===== src/design/plpa_pkg.sv =====
`timescale 1ns / 1ps

package plpa_pkg;

    // Coordinate format (Q15.8 by default; fraction bits do not change the logic)
    localparam int IN_BITS    = 24;
    localparam int COORD_BITS = 24;
    localparam int MAX_POINTS = 65535;

    // Datapath widths
    localparam int OP_BITS    = COORD_BITS + 1;          // coordinate difference
    localparam int PROD_BITS  = 2 * OP_BITS;             // product / squared distance
    localparam int ROOT_BITS  = OP_BITS;                 // isqrt of PROD_BITS radicand
    localparam int REM_BITS   = ROOT_BITS + 2;
    localparam int ITER_BITS  = $clog2(ROOT_BITS);
    localparam int CNT_BITS   = $clog2(MAX_POINTS + 2);
    localparam int LEN_BITS   = 48;
    localparam int AREA_BITS  = 63;
    localparam int CROSS_BITS = 64;

    typedef logic signed [COORD_BITS-1:0] t_coord;
    typedef logic signed [OP_BITS-1:0]    t_op;
    typedef logic signed [PROD_BITS-1:0]  t_prod;
    typedef logic signed [CROSS_BITS-1:0] t_cross;

    localparam t_cross CROSS_MAX = {1'b0, {(CROSS_BITS-1){1'b1}}};
    localparam t_cross CROSS_MIN = {1'b1, {(CROSS_BITS-1){1'b0}}};

    // Saturating add of one shoelace term into the signed accumulator
    function automatic t_cross sat_add_cross(t_cross acc, t_prod term);
        logic signed [CROSS_BITS:0] sum;
        sum = {acc[CROSS_BITS-1], acc}
            + {{(CROSS_BITS + 1 - PROD_BITS){term[PROD_BITS-1]}}, term};
        if (sum[CROSS_BITS] != sum[CROSS_BITS-1]) begin
            return sum[CROSS_BITS] ? CROSS_MIN : CROSS_MAX;
        end
        return sum[CROSS_BITS-1:0];
    endfunction

endpackage


===== src/design/polyline_length_polygon_area_unit.sv =====
`timescale 1ns / 1ps
// A result beat is loaded as the last vertex leaves the finish state.
// A new vertex is taken only when idle, after the last one ran 7 passes through the single
//   shared multiplier and the 2-bit-per-cycle square root (COORD_BITS+1 iterations).
// A waiting result beat does not block the next vertex; only a second result waits.
// Reset (synchronous, active low) clears the vertex count, accumulators and handshakes.
module polyline_length_polygon_area_unit
    import plpa_pkg::*;
(
    input  logic                  i_clk,
    input  logic                  i_rst_n,
    // vertex channel
    input  logic                  i_in_valid,
    output logic                  o_in_ready,
    input  logic [IN_BITS-1:0]    i_point_x,
    input  logic [IN_BITS-1:0]    i_point_y,
    input  logic [IN_BITS-1:0]    i_point_z,
    input  logic                  i_last_point,
    // result channel
    output logic                  o_out_valid,
    input  logic                  i_out_ready,
    output logic [LEN_BITS-1:0]   o_path_length,
    output logic [AREA_BITS-1:0]  o_enclosed_area,
    output logic                  o_count_overflow
);

    // Sequencer states
    localparam logic [1:0] ST_IDLE = 2'd0;
    localparam logic [1:0] ST_MUL  = 2'd1;
    localparam logic [1:0] ST_ROOT = 2'd2;
    localparam logic [1:0] ST_FIN  = 2'd3;

    // Multiplier passes, in issue order
    localparam logic [2:0] MP_DX   = 3'd0;  // dx*dx
    localparam logic [2:0] MP_DY   = 3'd1;  // dy*dy
    localparam logic [2:0] MP_DZ   = 3'd2;  // dz*dz
    localparam logic [2:0] MP_PXY  = 3'd3;  // prev.x*cur.y
    localparam logic [2:0] MP_PYX  = 3'd4;  // prev.y*cur.x
    localparam logic [2:0] MP_CXF  = 3'd5;  // cur.x*first.y
    localparam logic [2:0] MP_CYF  = 3'd6;  // cur.y*first.x
    localparam logic [2:0] MP_DRAIN = 3'd7;

    logic [1:0]            r_state;
    logic [2:0]            r_step;
    logic [ITER_BITS-1:0]  r_iter;

    // Polygon state
    t_coord                r_first_x, r_first_y;
    t_coord                r_prev_x, r_prev_y, r_prev_z;
    logic [CNT_BITS-1:0]   r_cnt;
    logic [LEN_BITS-1:0]   r_len;
    t_cross                r_cross;

    // Current vertex
    t_coord                r_cur_x, r_cur_y, r_cur_z;
    t_op                   r_dx, r_dy, r_dz;
    logic                  r_last;
    logic                  r_seg;          // vertex closes a segment

    // Multiplier pipe
    t_prod                 r_prod;
    logic                  r_pv;
    logic [2:0]            r_ptag;
    t_prod                 r_term;
    logic [PROD_BITS-1:0]  r_sq;

    // Square root shift registers
    logic [PROD_BITS-1:0]  r_rad;
    logic [REM_BITS-1:0]   r_rem;
    logic [ROOT_BITS-1:0]  r_root;

    // Result register
    logic                  r_ovalid;
    logic [LEN_BITS-1:0]   r_olen;
    logic [AREA_BITS-1:0]  r_oarea;
    logic                  r_oovf;

    t_coord                in_x, in_y, in_z;
    t_op                   mul_a, mul_b;
    t_prod                 diff_term;
    logic [REM_BITS-1:0]   rem_sh, trial;
    logic                  root_bit;
    logic [REM_BITS-1:0]   n_rem;
    logic [ROOT_BITS-1:0]  n_root;
    logic [LEN_BITS:0]     len_sum;
    logic [LEN_BITS-1:0]   n_len;
    logic [CNT_BITS-1:0]   n_cnt;
    logic [CROSS_BITS-1:0] abs_cross;
    logic [AREA_BITS-1:0]  n_area;
    logic                  accept, fin_leave;

    assign in_x = i_point_x[COORD_BITS-1:0];
    assign in_y = i_point_y[COORD_BITS-1:0];
    assign in_z = i_point_z[COORD_BITS-1:0];

    assign o_in_ready       = (r_state == ST_IDLE);
    assign accept           = i_in_valid && o_in_ready;
    assign o_out_valid      = r_ovalid;
    assign o_path_length    = r_olen;
    assign o_enclosed_area  = r_oarea;
    assign o_count_overflow = r_oovf;

    // Shared multiplier operand select
    always_comb begin
        case (r_step)
            MP_DX: begin
                mul_a = r_dx;
                mul_b = r_dx;
            end
            MP_DY: begin
                mul_a = r_dy;
                mul_b = r_dy;
            end
            MP_DZ: begin
                mul_a = r_dz;
                mul_b = r_dz;
            end
            MP_PXY: begin
                mul_a = {r_prev_x[COORD_BITS-1], r_prev_x};
                mul_b = {r_cur_y[COORD_BITS-1], r_cur_y};
            end
            MP_PYX: begin
                mul_a = {r_prev_y[COORD_BITS-1], r_prev_y};
                mul_b = {r_cur_x[COORD_BITS-1], r_cur_x};
            end
            MP_CXF: begin
                mul_a = {r_cur_x[COORD_BITS-1], r_cur_x};
                mul_b = {r_first_y[COORD_BITS-1], r_first_y};
            end
            MP_CYF: begin
                mul_a = {r_cur_y[COORD_BITS-1], r_cur_y};
                mul_b = {r_first_x[COORD_BITS-1], r_first_x};
            end
            default: begin
                mul_a = '0;
                mul_b = '0;
            end
        endcase
    end

    // Cross term = first product minus second; magnitudes stay well inside PROD_BITS
    assign diff_term = r_term - r_prod;

    // One restoring square root digit: two radicand bits in, one root bit out
    assign rem_sh   = {r_rem[REM_BITS-3:0], r_rad[PROD_BITS-1 -: 2]};
    assign trial    = {r_root, 2'b01};
    assign root_bit = (rem_sh >= trial);
    assign n_rem    = root_bit ? (rem_sh - trial) : rem_sh;
    assign n_root   = {r_root[ROOT_BITS-2:0], root_bit};

    // Finish: saturating length add, count, absolute area
    assign len_sum = {1'b0, r_len} + {{(LEN_BITS + 1 - ROOT_BITS){1'b0}}, r_root};
    assign n_len   = !r_seg ? r_len : (len_sum[LEN_BITS] ? '1 : len_sum[LEN_BITS-1:0]);
    assign n_cnt   = (r_cnt <= CNT_BITS'(MAX_POINTS)) ? r_cnt + 1'b1 : r_cnt;
    assign abs_cross = r_cross[CROSS_BITS-1] ? (~r_cross + 1'b1) : r_cross;
    assign n_area    = abs_cross[CROSS_BITS-1] ? '1 : abs_cross[AREA_BITS-1:0];
    assign fin_leave = (r_state == ST_FIN) && (!r_last || !r_ovalid || i_out_ready);

    always_ff @(posedge i_clk) begin
        if (!i_rst_n) begin
            r_state   <= ST_IDLE;
            r_step    <= '0;
            r_iter    <= '0;
            r_pv      <= 1'b0;
            r_ovalid  <= 1'b0;
            r_cnt     <= '0;
            r_len     <= '0;
            r_cross   <= '0;
            r_first_x <= '0;
            r_first_y <= '0;
            r_prev_x  <= '0;
            r_prev_y  <= '0;
            r_prev_z  <= '0;
        end else begin
            // product pipe: issue in MUL, consume from the product register in the next cycle
            r_pv   <= (r_state == ST_MUL) && (r_step != MP_DRAIN);
            r_ptag <= r_step;
            r_prod <= mul_a * mul_b;

            if (r_pv) begin
                case (r_ptag)
                    MP_DX:         r_sq   <= r_prod;
                    MP_DY, MP_DZ:  r_sq   <= r_sq + r_prod;
                    MP_PXY:        r_term <= r_prod;
                    MP_PYX: begin
                        if (r_seg) begin
                            r_cross <= sat_add_cross(r_cross, diff_term);
                        end
                    end
                    MP_CXF:        r_term <= r_prod;
                    MP_CYF: begin
                        if (r_last) begin
                            r_cross <= sat_add_cross(r_cross, diff_term);
                        end
                    end
                    default: ;
                endcase
            end

            // result valid: a finishing last vertex loads a beat, else a taken beat clears
            if (fin_leave && r_last) begin
                r_ovalid <= 1'b1;
            end else if (r_ovalid && i_out_ready) begin
                r_ovalid <= 1'b0;
            end

            case (r_state)
                ST_IDLE: begin
                    if (accept) begin
                        r_cur_x <= in_x;
                        r_cur_y <= in_y;
                        r_cur_z <= in_z;
                        r_dx    <= {in_x[COORD_BITS-1], in_x} - {r_prev_x[COORD_BITS-1], r_prev_x};
                        r_dy    <= {in_y[COORD_BITS-1], in_y} - {r_prev_y[COORD_BITS-1], r_prev_y};
                        r_dz    <= {in_z[COORD_BITS-1], in_z} - {r_prev_z[COORD_BITS-1], r_prev_z};
                        r_last  <= i_last_point;
                        r_seg   <= (r_cnt != '0);
                        if (r_cnt == '0) begin
                            r_first_x <= in_x;
                            r_first_y <= in_y;
                        end
                        r_step  <= MP_DX;
                        r_state <= ST_MUL;
                    end
                end
                ST_MUL: begin
                    r_step <= r_step + 1'b1;
                    if (r_step == MP_DRAIN) begin
                        // squares all summed by now; load the root unit
                        r_rad   <= r_sq;
                        r_rem   <= '0;
                        r_root  <= '0;
                        r_iter  <= '0;
                        r_state <= ST_ROOT;
                    end
                end
                ST_ROOT: begin
                    r_rad  <= {r_rad[PROD_BITS-3:0], 2'b00};
                    r_rem  <= n_rem;
                    r_root <= n_root;
                    r_iter <= r_iter + 1'b1;
                    if (r_iter == ITER_BITS'(ROOT_BITS - 1)) begin
                        r_state <= ST_FIN;
                    end
                end
                ST_FIN: begin
                    if (fin_leave) begin
                        r_state <= ST_IDLE;
                        if (r_last) begin
                            r_olen    <= n_len;
                            r_oarea   <= n_area;
                            r_oovf    <= (n_cnt > CNT_BITS'(MAX_POINTS));
                            r_cnt     <= '0;
                            r_len     <= '0;
                            r_cross   <= '0;
                            r_first_x <= '0;
                            r_first_y <= '0;
                            r_prev_x  <= '0;
                            r_prev_y  <= '0;
                            r_prev_z  <= '0;
                        end else begin
                            r_cnt    <= n_cnt;
                            r_len    <= n_len;
                            r_prev_x <= r_cur_x;
                            r_prev_y <= r_cur_y;
                            r_prev_z <= r_cur_z;
                        end
                    end
                end
                default: r_state <= ST_IDLE;
            endcase
        end
    end

    // Root remainder never exceeds twice the partial root
    a_rem_bound: assert property (@(posedge i_clk) disable iff (!i_rst_n)
        (r_state == ST_ROOT) |-> (r_rem <= {1'b0, r_root, 1'b0}))
        else $error("square root remainder out of bound");

    // Products are only in flight while the multiplier is sequencing
    a_prod_in_mul: assert property (@(posedge i_clk) disable iff (!i_rst_n)
        r_pv |-> (r_state == ST_MUL))
        else $error("product pending outside multiply phase");

    // A finished last vertex always lands a result beat
    a_last_emits: assert property (@(posedge i_clk) disable iff (!i_rst_n)
        (fin_leave && r_last) |=> o_out_valid)
        else $error("last vertex finished without a result beat");

    // No new vertex while one is in flight
    a_one_in_flight: assert property (@(posedge i_clk) disable iff (!i_rst_n)
        accept |=> (r_state == ST_MUL) && !o_in_ready)
        else $error("vertex accepted while busy");

endmodule


===== config.mk =====
export PLATFORM = sky130hd
export DESIGN_NAME = polyline_length_polygon_area_unit
export DESIGN_NICKNAME = d
export VERILOG_FILES = /design/src/design/plpa_pkg.sv /design/src/design/polyline_length_polygon_area_unit.sv
export SDC_FILE = /design/constraint.sdc
export NUM_CORES = 2
export LEC_CHECK = 0
export BUFFER_PORTS_ARGS = -buffer_cell sky130_fd_sc_hd__buf_2
export CAP_MARGIN = 0
export CORE_MARGIN = 1.5
export CORE_UTILIZATION = 55
export CTS_CLUSTER_SIZE = 40
export DETAILED_ROUTE_END_ITERATION = 8
export PLACE_DENSITY = 0.83
export SYNTH_ARGS = -nofsm -noshare
export SYNTH_HDL_FRONTEND = slang
export SYNTH_SLANG_ARGS = --single-unit

===== constraint.sdc =====
create_clock -name i_clk -period 21.6 [get_ports i_clk]
set_input_delay 2.16 -clock i_clk [delete_from_list [all_inputs] [get_ports i_clk]]
set_output_delay 2.16 -clock i_clk [all_outputs]
set_load 0.01 [all_outputs]

Yosys cells after proc, flatten, opt, wreduce, memory -nomap -nowiden
Cells that the tools add are included.
{ "totals": {"ff_bits": 775, "in_bits": 77, "out_inout_bits": 114, "word_cells": 162} }
{ "classes": {"addsub": 12, "multipliers": 1, "magnitude_cmp": 3, "n_eq_ne": 25, "muxes": 58, "n_bitwise": 1, "reduce_logical": 31} }
{ "op_table": {"columns": ["operator", "count"], "rows": [
  ["64-bit 2-to-1 mux", 11],
  ["25-bit case mux with 7 select lines", 2],
  ["24-bit 2-to-1 mux", 9],
  ["50-bit case mux with 2 select lines", 2],
  ["48-bit 2-to-1 mux", 3],
  ["64-bit case mux with 2 select lines", 1],
  ["25-bit case mux with 2 select lines", 2],
  ["24-bit case mux with 2 select lines", 2],
  ["25-bit 2-to-1 mux", 3],
  ["24-bit by 24-bit subtractor with 25-bit output", 3],
  ["64-bit by 50-bit adder with 65-bit output", 1],
  ["64-bit by 1-bit adder with 64-bit output, second input constant", 1],
  ["64-bit NOT", 1],
  ["50-bit adder", 1],
  ["25-bit by 25-bit multiplier with 50-bit output", 1],
  ["50-bit 2-to-1 mux", 1],
  ["50-bit subtractor", 1],
  ["48-bit by 25-bit adder with 49-bit output", 1],
  ["17-bit 2-to-1 mux", 2],
  ["27-bit greater-or-equal comparator", 1],
  ["25-bit subtractor", 1],
  ["3-bit equality test, second input constant", 7],
  ["17-bit by 1-bit adder with 17-bit output, second input constant", 1],
  ["17-bit by 16-bit greater-than comparator with 1-bit output, second input constant", 1],
  ["32 further kinds", 72]
]} }

Logic depth before layout (Yosys ltp)
{ "depth": {"ltp_word": 15, "mapped_depth": 37, "mapped_depth_nobuf": 34} }

Worst setup path before layout
OpenSTA, ideal clock, no wires.
{ "synth_path": {"kind": "register to register", "start": "register r_step[0]", "end": "register r_prod[48], data pin", "setup_time_ns": 0.266, "arrival_ns": 8.285, "required_ns": 21.334, "setup_slack_ns": 13.049, "path_stages_with_launch": 34, "n_path_buf": 4, "synth_period_minus_slack_ns": 8.551, "cell_sequence": "dfxtp_1 ha_1 ha_1 clkbuf_1 clkbuf_1 clkbuf_1 a22oi_1 nand3_1 clkbuf_1 nand2_1 fa_1 inv_1 fa_1 inv_1 fa_1 fa_1 inv_1 fa_1 fa_1 inv_1 fa_1 inv_1 ha_1 a211oi_1 o211ai_1 o21ai_0 nor2b_1 a211oi_1 a211oi_1 or3_1 nand2_1 o21ai_1 o41ai_1 xnor2_1"} }
{ "synth_between": {"elab_chain_cells": 3, "word_cells_on_any_way": 10, "classes_between": "mul (1); eq/ne (6); mux (2); reduce/logical (1)"} }
{ "synth_rtl": {"columns": ["element", "line_no", "source"], "rows": [
  ["start, declared", "polyline_length_polygon_area_unit.sv:44", "logic [2:0] r_step;"],
  ["start signal, assigned", "polyline_length_polygon_area_unit.sv:227", "r_step <= r_step + 1'b1;"],
  ["3-bit equality test (tied with other cells)", "polyline_length_polygon_area_unit.sv:105", "case (r_step)"],
  ["25-bit case mux with 7 select lines", "polyline_length_polygon_area_unit.sv:105", null],
  ["25-bit by 25-bit multiplier with 50-bit output *", "polyline_length_polygon_area_unit.sv:178", "r_prod <= mul_a * mul_b;"],
  ["end signal, assigned", "polyline_length_polygon_area_unit.sv:178", null],
  ["end, declared", "polyline_length_polygon_area_unit.sv:61", "t_prod r_prod;"]
]} }
Every way passes the cells marked *; elsewhere a longest branch is shown, timed or not.
A chain may end at the register's enable or synchronous reset.

Worst setup path after layout
Ends and elaborated chain as after synthesis.

==> impl_metrics.yaml <==
status:
  status: "completed"
cts:
  numCtsBuffers: 86
  cts.repair.resized: 0
  htree_num_levels: 3
  root_buffer: "clkbuf_16"
  cts_setup_buffers: 0
  postCtsHoldBufs: 0
  cts.sinks: 775
  clkLatencyLatePin_ns: 0.68
  clockBufferDepth: 3
  path_clk_slew_ns: 0.06
  cts_tree: "done"
timing:
  rsz0062_at_grt: "no"
  min_period_over_period_pct: 47.5
  slew_violations: 0
  setup-tns-final_ns: 0
  fin_skew_ns: 0.0297
  fin_crit_ns: 10.25
  finalHoldViolCount: 0
  max_freq_ghz: 0.0976
  worst_pin_slew_ns: 1.12
  finalSetupViolations: 0
  slew_headroom_pct: 24.5
detailed_routing:
  wl_per_cell_um: 19.9
  routed-via-count: 54600
  finalWirelength_mm: 180
  drc: 0
  drt_iter0_drc: 5135
  drt_first_pass_iters: 6
  final_antenna_net_count: 0
  via_per_inst: 6.04
run:
  max-cap-violations: 0
floorplan:
  io_pins: 191
  die_area_um2: 126000
  chipHeight_um: 355
  num_rows: 129
  fp.dieW_um: 355
  core_area_um2: 123000
  start_util_pct: 55.3
logic_synthesis:
  netlist_instances: 7303
  syn_nets: 8487
  yosysWarnings: 0
  synthTopCellsByArea: "edfxtp_1 23%, fa_1 20%, ha_1 8.1%, dfxtp_1 7.7%, inv_1 5.4%"
  synth_cell_types: 95
  ys_seq_area_share_pct: 30.3
  synth_xor_area_share_pct: 4.69
  synthArstFlopShare_pct: 0
  synth_area_leader_cell: "edfxtp_1"
  synth_top_family_by_area: "adder cells"
  synthAdderAreaFrac_pct: 27.6
  synth-compound-area-share_pct: 14.5
  ys_ff_latch: 775
  avgSynthCellArea_um2: 9.34
  ys.flop_type: "edfxtp_1"
  synth_area_um2: 68200
  netlist_top_cells_count: "974 x inv_1, 828 x nand2_1, 665 x fa_1"
  synth_mux_area_share_pct: 1.08
  synth-simple-area-share_pct: 14.6
  synth-edff-count: 514
  synth_top_area_share_pct: 22.6
  synth_most_common_cell: "inv_1"
worst_setup_path:
  worstSetupPathType: "flop to flop"
  r2r-start: "r_step[0]$_SDFFE_PN0P_"
  reg2reg_to: "r_prod[48]$_DFFE_PP_"
  slowest_stage: "a211oi_1"
  slowest_delay_ns: 0.71
  r2r_slack_ns: 11.35
  reg2reg_depth: 29
  cp-end-kind: "flop"
  cp_data_required_time_ns: 22.00
  cp.arrival_ns: 10.65
  cp_max_fo: 48
  cp-start-kind: "flop"
  cp_common_cell: "fa_1"
placement:
  gp_routability_congestion: 0.972
  placedInstanceArea_um2: 70500
  port_buffers: 190
  place_hpwl_mm: 134
global_route:
  overflow: 0
  antenna_found_initial: 10
  grt_pass1_vias: 55000
  grt_usage_pct: 28.4
  grt_max_degree: 85
  grt_pass1_wl_mm: 287
min_path:
  hp-start: "r_first_x[4]$_SDFFE_PN0P_"
  min_path_type: "flop to flop"
  whs_path_depth: 2
  min_to: "r_first_x[4]$_SDFFE_PN0P_"
final_layout:
  syn2layout_area_growth_pct: 7.97
  nFillCells: 9996
  multi_input_area_um2: 42700
  postLayoutCellArea_um2: 73600
  seq_area_um2: 20700
  fin_nets: 8512
  drive_above_1_share_pct: 7.20
-- flip-flops by register name (all words and copies together) (netlist names), 48 cells and up --
signal           count
r_cross             64
o_enclosed_area     63
r_prod              50
r_rad               50
r_sq                50
r_term              50
o_path_length       48
r_len               48
-- metrics by stage --
stage / setup slack [ns] / hold WS, ns / util (%) / std cells
after CTS: 11.66 / 0.453 / 59.7 / 9037
after floorplan: 13.05 / 0.432 / - / 7303
after global placement: 11.95 / 0.440 / 57.2 / 8877
final: 11.35 / 0.455 / 59.7 / 9048
after detailed placement: 11.71 / 0.446 / 57.2 / 8877
after global routing: 11.04 / 0.476 / 59.7 / 9047
-- critical path, delay by kind of cell, from the launching register on --
family | cells | cell delay, ns
adders and majority gates | 10 | 4.43
AOI/OAI and AO/OA | 8 | 2.64
and+or+nand+nor | 6 | 1.56
buffers and inverters | 4 | 0.74
DFF | 1 | 0.42
xor gates and xnor gates | 1 | 0.11
-- area by class of cell --
type                    count  share of cell area, %
inverters                 977                   4.98
clock inverters            40                  0.824
multi-input cells        5235                   58.0
flip-flops and latches    775                   28.1
well taps                1637                   2.78
repair buffers            253                   1.94
clock buffers             120                   3.34
diodes                     11                 0.0374
-- per-layer routing --
| metal | up-vias | GRT usage, % | share of wire [%] |
|---|---|---|---|
| li1 | 24700 | - | - |
| met3 | 698 | 5.32 | 8.8 |
| met4 | 0 | 16.5 | 6.5 |
| met5 | - | 0 | 0 |
| met1 | 26500 | 35.4 | 39 |
| met2 | 2711 | 46.3 | 46 |
-- cells by family (layout without fill, tap and decap cells) --
family          after synthesis  count (layout)
other cells                   0              11
buf+inv                    1293            1390
compound gates             1512            1512
mux                          65              65
fa+ha+maj                  1107            1107
simple gates               2186            2186
flops                       775             775
xor+xnor                    365             365
-- worst max path at each step --
stage                                      start              endpoint  slack, ns  cells after the start
after floorplan           r_step[0]$_SDFFE_PN0P_  r_prod[48]$_DFFE_PP_      13.05                     33
after global routing      r_step[0]$_SDFFE_PN0P_  r_prod[48]$_DFFE_PP_      11.04                     29
final                     r_step[0]$_SDFFE_PN0P_  r_prod[48]$_DFFE_PP_      11.35                     29
after detailed placement  r_step[0]$_SDFFE_PN0P_  r_prod[48]$_DFFE_PP_      11.71                     29
after CTS                 r_step[0]$_SDFFE_PN0P_  r_prod[48]$_DFFE_PP_      11.66                     29
after global placement    r_step[1]$_SDFFE_PN0P_  r_prod[48]$_DFFE_PP_      11.95                     30
-- cell usage in the layout (no fill, tap or decap), types with 14 or more instances in the layout --
cell and n:
buf_2 189, nand3_1 138, xor2_1 142, nor4_1 17, a21oi_1 381, xnor2_1 223, o41ai_1 14, and3_1 79
or3_1 30, edfxtp_1 514, and2_1 68, nor3_1 82, o21a_1 44, a22oi_1 178, o31ai_1 38, nand4_1 56
a31oi_1 31, bufinv_16 14, o21bai_1 38, buf_4 64, nand2_1 826, mux2_2 53, dfxtp_1 260, a211oi_1 33
clkbuf_16 91, a22o_1 53, clkbuf_1 22, inv_1 974, nand3b_1 51, nor2b_1 55, nand2b_1 66, a21boi_0 20
o211ai_1 28, nor2_1 628, ha_1 441, or2_2 27, o21ai_0 325, fa_1 665, a21o_1 148
Power is not shown: default switching activity piles up to over one toggle a cycle in this logic, so the estimate is an artifact.
